$ cat src/hdl/rbf_pkg.sv
// ----------------------------------------------------------------------------
// rbf_pkg
// Shared types and codes for the ring buffer FIFO with counts.
// ----------------------------------------------------------------------------
`default_nettype none

package rbf_pkg;

  localparam int CNT_BITS = 8;
  localparam int CFG_BITS = 9;
  localparam int DATA_BITS = 32;

  typedef enum logic [2:0] {
    CMD_PUSH    = 3'd0,
    CMD_POP     = 3'd1,
    CMD_COMMIT  = 3'd2,
    CMD_RELEASE = 3'd3,
    CMD_CLEAR   = 3'd4,
    CMD_STATUS  = 3'd5
  } cmd_t;

  typedef enum logic [1:0] {
    STS_DONE     = 2'd0,
    STS_NO_SPACE = 2'd1,
    STS_NO_DATA  = 2'd2
  } status_t;

  typedef enum logic {
    ST_IDLE   = 1'b0,
    ST_RESULT = 1'b1
  } state_t;

  // Result of one pointer step: memory strobes, status and counts after the step
  typedef struct packed {
    logic                wr_en;
    logic                rd_en;
    status_t             status;
    logic [CNT_BITS-1:0] write_contig;
    logic [CNT_BITS-1:0] write_avail;
    logic [CNT_BITS-1:0] read_contig;
    logic [CNT_BITS-1:0] read_avail;
  } ptr_res_t;

endpackage

`default_nettype wire

$ cat src/hdl/rbf_ptr.sv
// ----------------------------------------------------------------------------
// rbf_ptr
// Head/tail pointers and ring size; evaluates one command, updates the
// pointers on a transaction and reports status and counts after the step.
// ----------------------------------------------------------------------------
`default_nettype none

module rbf_ptr
  import rbf_pkg::*;
#(
  parameter int RING_DEPTH = 256
) (
  input  wire logic                         clk,
  input  wire logic                         rst_n,
  input  wire logic                         cfg_we,
  input  wire logic [CFG_BITS-1:0]          cfg_value,
  input  wire logic                         step,
  input  wire cmd_t                         cmd,
  input  wire logic [CNT_BITS-1:0]          count,
  output logic [$clog2(RING_DEPTH)-1:0]     head,
  output logic [$clog2(RING_DEPTH)-1:0]     tail,
  output ptr_res_t                          res
);

  localparam int IW = $clog2(RING_DEPTH);
  localparam int NW = $clog2(RING_DEPTH + 1);
  localparam int AW = ((NW > CFG_BITS) ? NW : CFG_BITS) + 1;
  localparam int NRST = (RING_DEPTH < 256) ? RING_DEPTH : 256;

  logic [IW-1:0] head_r, head_nxt;
  logic [IW-1:0] tail_r, tail_nxt;
  logic [NW-1:0] n_r, n_nxt;

  logic [AW-1:0] n_w, h_w, t_w, hn_w, tn_w, cnt_w, cfg_w;
  logic [AW-1:0] wa_pre, ra_pre, h_adv, t_adv, h_one, t_one;
  logic [AW-1:0] wc_post, wa_post, rc_post, ra_post;

  function automatic logic [AW-1:0] f_wavail(logic [AW-1:0] h, logic [AW-1:0] t,
                                             logic [AW-1:0] n);
    if (t <= h) return n - h + t - AW'(1);
    return t - h - AW'(1);
  endfunction

  function automatic logic [AW-1:0] f_ravail(logic [AW-1:0] h, logic [AW-1:0] t,
                                             logic [AW-1:0] n);
    if (h >= t) return h - t;
    return n - t + h;
  endfunction

  function automatic logic [AW-1:0] f_adv(logic [AW-1:0] p, logic [AW-1:0] by,
                                          logic [AW-1:0] n);
    logic [AW-1:0] s;
    s = p + by;
    if (s >= n) s = s - n;
    return s;
  endfunction

  assign n_w   = AW'(n_r);
  assign h_w   = AW'(head_r);
  assign t_w   = AW'(tail_r);
  assign cnt_w = AW'(count);
  assign cfg_w = AW'(cfg_value);

  assign wa_pre = f_wavail(h_w, t_w, n_w);
  assign ra_pre = f_ravail(h_w, t_w, n_w);
  assign h_one  = f_adv(h_w, AW'(1), n_w);
  assign t_one  = f_adv(t_w, AW'(1), n_w);
  assign h_adv  = f_adv(h_w, cnt_w, n_w);
  assign t_adv  = f_adv(t_w, cnt_w, n_w);

  always_comb begin
    hn_w       = h_w;
    tn_w       = t_w;
    res.wr_en  = 1'b0;
    res.rd_en  = 1'b0;
    res.status = STS_DONE;
    case (cmd)
      CMD_PUSH: begin
        if (wa_pre == '0) begin
          res.status = STS_NO_SPACE;
        end else begin
          res.wr_en = 1'b1;
          hn_w      = h_one;
        end
      end
      CMD_POP: begin
        if (ra_pre == '0) begin
          res.status = STS_NO_DATA;
        end else begin
          res.rd_en = 1'b1;
          tn_w      = t_one;
        end
      end
      CMD_COMMIT: begin
        if (cnt_w > wa_pre) res.status = STS_NO_SPACE;
        else hn_w = h_adv;
      end
      CMD_RELEASE: begin
        if (cnt_w > ra_pre) res.status = STS_NO_DATA;
        else tn_w = t_adv;
      end
      CMD_CLEAR: begin
        tn_w = h_w;
      end
      default: begin
      end
    endcase

    if (tn_w <= hn_w) wc_post = n_w - hn_w - ((tn_w == '0) ? AW'(1) : AW'(0));
    else wc_post = tn_w - hn_w - AW'(1);
    if (hn_w >= tn_w) rc_post = hn_w - tn_w;
    else rc_post = n_w - tn_w;
    wa_post = f_wavail(hn_w, tn_w, n_w);
    ra_post = f_ravail(hn_w, tn_w, n_w);

    res.write_contig = wc_post[CNT_BITS-1:0];
    res.write_avail  = wa_post[CNT_BITS-1:0];
    res.read_contig  = rc_post[CNT_BITS-1:0];
    res.read_avail   = ra_post[CNT_BITS-1:0];
  end

  always_comb begin
    head_nxt = head_r;
    tail_nxt = tail_r;
    n_nxt    = n_r;
    if (cfg_we) begin
      head_nxt = '0;
      tail_nxt = '0;
      if (cfg_w < AW'(2)) n_nxt = NW'(2);
      else if (cfg_w > AW'(RING_DEPTH)) n_nxt = NW'(RING_DEPTH);
      else n_nxt = cfg_w[NW-1:0];
    end else if (step) begin
      head_nxt = hn_w[IW-1:0];
      tail_nxt = tn_w[IW-1:0];
    end
  end

  always_ff @(posedge clk) begin
    if (!rst_n) begin
      head_r <= '0;
      tail_r <= '0;
      n_r    <= NW'(NRST);
    end else begin
      head_r <= head_nxt;
      tail_r <= tail_nxt;
      n_r    <= n_nxt;
    end
  end

  assign head = head_r;
  assign tail = tail_r;

`ifndef SYNTHESIS
  a_head_in_ring: assert property (@(posedge clk) disable iff (!rst_n)
    AW'(head_r) < AW'(n_r))
    else $error("head outside ring");
  a_tail_in_ring: assert property (@(posedge clk) disable iff (!rst_n)
    AW'(tail_r) < AW'(n_r))
    else $error("tail outside ring");
  a_cfg_empties: assert property (@(posedge clk) disable iff (!rst_n)
    cfg_we |=> (head_r == '0) && (tail_r == '0))
    else $error("ring not emptied by size write");
  a_size_range: assert property (@(posedge clk) disable iff (!rst_n)
    (n_r >= NW'(2)) && (AW'(n_r) <= AW'(RING_DEPTH)))
    else $error("ring size out of range");
`endif

endmodule

`default_nettype wire

$ cat config.mk
export PLATFORM = sky130hd
export DESIGN_NAME = rbf_ptr
export DESIGN_NICKNAME = d
export VERILOG_FILES = /design/src/hdl/rbf_pkg.sv /design/src/hdl/rbf_ptr.sv
export SDC_FILE = /design/constraint.sdc
export NUM_CORES = 1
export LEC_CHECK = 0
export ABC_AREA = 1
export BUFFER_PORTS_ARGS = -buffer_cell sky130_fd_sc_hd__buf_2
export CAP_MARGIN = 0
export CORE_MARGIN = 3
export CORE_UTILIZATION = 43
export CTS_CLUSTER_DIAMETER = 80
export DETAILED_ROUTE_END_ITERATION = 10
export GPL_TIMING_DRIVEN = 1
export SLEW_MARGIN = 20
export SYNTH_ARGS = -nofsm -noshare
export SYNTH_HDL_FRONTEND = slang
export SYNTH_SLANG_ARGS = --single-unit
$ cat constraint.sdc
create_clock -name clk -period 17.2 [get_ports clk]
set_input_delay 2.58 -clock clk [delete_from_list [all_inputs] [get_ports clk]]
set_output_delay 2.58 -clock clk [all_outputs]
set_load 0.005 [all_outputs]
# Word-level counts from Yosys, hierarchy flattened
# Index checks and enable logic that the tools add are counted.
# word_totals
input_bits	24
ff_bits	25
out_inout_bits	52
# op_classes
n_reduce_logical	5
eq_ne	4
bitwise_logic	1
n_lt_le_gt_ge	12
n_mux	36
addsub	25
# op_table
op	count
$mux 10	12
$mux 8	6
$sub 9x9->10	4
$ge 9x9->1	4
$sub 8x8->8	4
$logic_not 10->1	3
$pmux 10 s3	1
$add 10x8->10	2
$gt 8x10->1	2
$pmux 10 s2	1
$sub 9x8->10	2
$add 8x1->9 const B	2
$add 8x8->9	2
$mux 9	2
$sub 8x8->9	2
$add 8x8->8	2
$sub 8x1->8 const B	2
$mux 1	11
$ge 10x10->1	1
$le 10x10->1	1
$sub 10x1->10 const B	1
$sub 9x2->10 const B	1
$gt 9x9->1 const B	1
$lt 9x2->1 const B	1
11 further kinds	13

# Depth between registers and ports, before layout
# logic_depth
word_depth	13
depth_mapped	50
depth_no_buf	49

# Worst setup path before layout
# Ideal clock, no wire load.
# synth_timing
path_type	input to output
startpoint	input count[0]
endpoint	output res[23] in the netlist's numbering
stages	39
path_slack_ps	6374
n_path_buf	1
arrival_ps	8246
required_time_ps	14620
path_cell_list	ha_1 fa_1 nand3_1 nand3_1 nand2_1 a21oi_1 nor2_1 xor2_1 inv_1 ha_1 nand2_1 nor2_1 nand2_1 o211ai_1 nand2_1 nand3_1 clkbuf_1 o211ai_1 [3 not listed] fa_1 or2_2 nand2_1 inv_1 ha_1 fa_1 nor2_1 nor2_1 o21bai_1 a21oi_1 o21bai_1 xor2_1 nand3_1 nand2_1 inv_1 nand2_1 nand3_1 nand2_1
# synth_lines
element	line_no	source
start: declaration	rbf_ptr.sv:19	input wire logic [CNT_BITS-1:0] count,
end: declaration	rbf_ptr.sv:22	output ptr_res_t res

==> results.toml <==
[run_status]
status = "completed"

[route]
dr_wl_met3_um = 2450
viasPerCell = 5.41
highest-signal-layer = "met4"
dr.first_iter.drc_count = 850
drt-met1-wl_um = 15300
met2_length_um = 14500
routed_wl_um = 33200
wl_per_cell_um = 18.0
vias = 9951
dr.pass1.iters = 7
drc = 0
drtAntennaViolNets = 0

[layout]
area_growth_pct = 8.00
final_cell_mix = "318 x nand2_1, 270 x inv_1, 157 x ha_1"
diodes = 0
layout_commonest_cell = "nand2_1"
nFillCells = 2293
layout-drive-gt1-share_pct = 9.45
final_core_util_pct = 47.7
nets = 1778

[yosys]
avgSynthCellArea_um2 = 6.24
syn_inst = 1502
yosysWarnings = 0
netlist_area_um2 = 9370
yosys_register_bits = 25
synth-edff-count = 0
synth_nets = 1713
synth_cell_types = 53
synthFlopType = "dfxtp_1"
postSynth.asyncResetShare_pct = 0
yosysSeqAreaShare_pct = 5.34

[clocking]
cts_sinks = 25
cts_buffers = 3
cts_root_buf = "clkbuf_16"
cts_tree = "built"
cts_resized = 0
clk_latency_ns = 0.26
htreeDepth = 1
post-cts-setup-buffer-count = 0
clk_path_buf_depth = 2
path_clk_slew_ns = 0.07
ctsHoldBuffers = 0

[worst_setup_path]
worstSetupPathType = "in2out"
crit_start = "count[0]"
cp-end-kind = "output port"
worst_ep_required_time_ns = 14.62
path_common_cell = "nand2_1"
startpoint_type = "input pin"
rr_startpoint = "n_r[1]"
worstPathArrival_ns = 9.56
slowest_delay_ns = 0.45
cp_max_fo = 17
cp_slowest_cell = "fa_1"

[hold_path]
hold_path.startpoint = "tail[3]"
hold_class = "reg2reg"

[sta]
setup_violations = 0
fin_crit_sh_pct = 70.6
drv_slew = 0
fmax_ghz = 0.0824
min_period_ns = 12.14
worstMarginPinSlew_ns = 0.870
hold_viol = 0
worst_clock_skew_ns = 0.00366
grt_setup_unrepaired = "false"
final.setup.tns_ns = 0
maxSlewHeadroom_pct = 41.2

[floorplan]
ios = 76
dieArea_um2 = 23600
fp-row-count = 53
die_x_um = 154
fp.dieH_um = 154
start_util_pct = 44.1
core-area_um2 = 21200

[global_route]
grt_pass1_wl_um = 51400
grt_pass1_vias = 9382
grt_start_max_net_pins = 26
antenna_found_initial = 0
gr-total-overflow = 0
grt_use_total_pct = 27.2

[pwr]
peakVddDrop_mv = 0.0483
power.leakage_nw = 5.74
powerDensity_nw_per_um2 = 84.5

[placed_design]
routabilityCongestion = 0.966
hpwl_um = 27700
numPortBuffers = 75

[flow_run]
maxCapViolCount = 0
## path summary, 6_finish.rpt
path	end	slack [ns]	cells past startpoint
min reg2reg	tail[3]	0.73	3
max reg2reg	head[1]	11.26	23
max	res[23]	5.06	43
min	tail[3]	0.73	3
## synth_stat cells, drive strengths merged, types with 4 or more instances
cell type / number / area [um2]
fa: 30 / 601
buf: 5 / 30.0
a21o: 4 / 30.0
a21oi: 115 / 576
o211ai: 20 / 175
nor2: 110 / 460
nand3: 95 / 498
nor3: 17 / 85.1
clkbuf: 14 / 52.6
o21bai: 13 / 97.6
o21ai: 121 / 624
xor2: 60 / 526
nand4: 25 / 171
dfxtp: 25 / 500
or2: 11 / 68.8
inv: 284 / 1070
ha: 157 / 1960
o22ai: 4 / 37.5
nand2: 330 / 1290
xnor2: 28 / 245
o31ai: 5 / 37.5
## worst max-delay path, delay by kind of cell
family | cells | cell delay, ns
buf+inv | 6 | 0.61
simple gates | 19 | 2.33
fa+ha+maj | 7 | 2.35
compound gates | 9 | 1.31
xor+xnor | 2 | 0.38
## cell type report
| cell class | instances | area (um2) | area share, % |
|---|---|---|---|
| Clock buffer | 3 | 75.1 | 0.742 |
| Sequential cell | 25 | 500 | 4.95 |
| Timing Repair Buffer | 79 | 405 | 4.01 |
| Clock inverter | 1 | 7.51 | 0.0742 |
| Multi-Input combinational cell | 1173 | 7710 | 76.2 |
| Inverter | 285 | 1080 | 10.6 |
| Tap cell | 275 | 344 | 3.40 |
## stage by stage
| step | hold slack (ns) | area, um2 | std cells | setup WS, ns | power [mW] |
|---|---|---|---|---|---|
| after global placement | 0.714 | 10000 | 1837 | 5.20 | 0.792 |
| after floorplan | 0.607 | 9370 | 1502 | 6.37 | 0.584 |
| final | 0.733 | 10100 | 1841 | 5.06 | 0.855 |
| after global routing | 0.763 | 10100 | 1841 | 4.42 | 0.959 |
| after CTS | 0.730 | 10100 | 1841 | 5.08 | 0.852 |
| after detailed placement | 0.724 | 10000 | 1837 | 5.12 | 0.794 |
## per-layer routing
metal / GRT usage, % / up-vias
met2: 43.6 / 354
li1: - / 5027
met4: 6.18 / 0
met5: 0 / -
met3: 3.83 / 52
met1: 38.9 / 4518
## where the power goes
group          internal, mW  total, mW  switching (mW)
Combinational         0.277      0.733           0.456
Sequential           0.0604     0.0693         0.00891
Clock                0.0316     0.0526          0.0211
Total                 0.368      0.855           0.486
## state kept, by name, summed over array words and instances (netlist names)
name,cells
head,8
tail,8
n_r,9
## cell families after synthesis
logic type / share of synthesized area (%)
flip-flops: 5.34
buffers and inverters: 12.4
AO/OA/AOI/OAI: 18.7
adder cells (fa/ha/maj): 27.4
AND/OR/NAND/NOR: 28.0
XOR/XNOR: 8.23
Note: power is estimated with default switching activity, not from simulation.
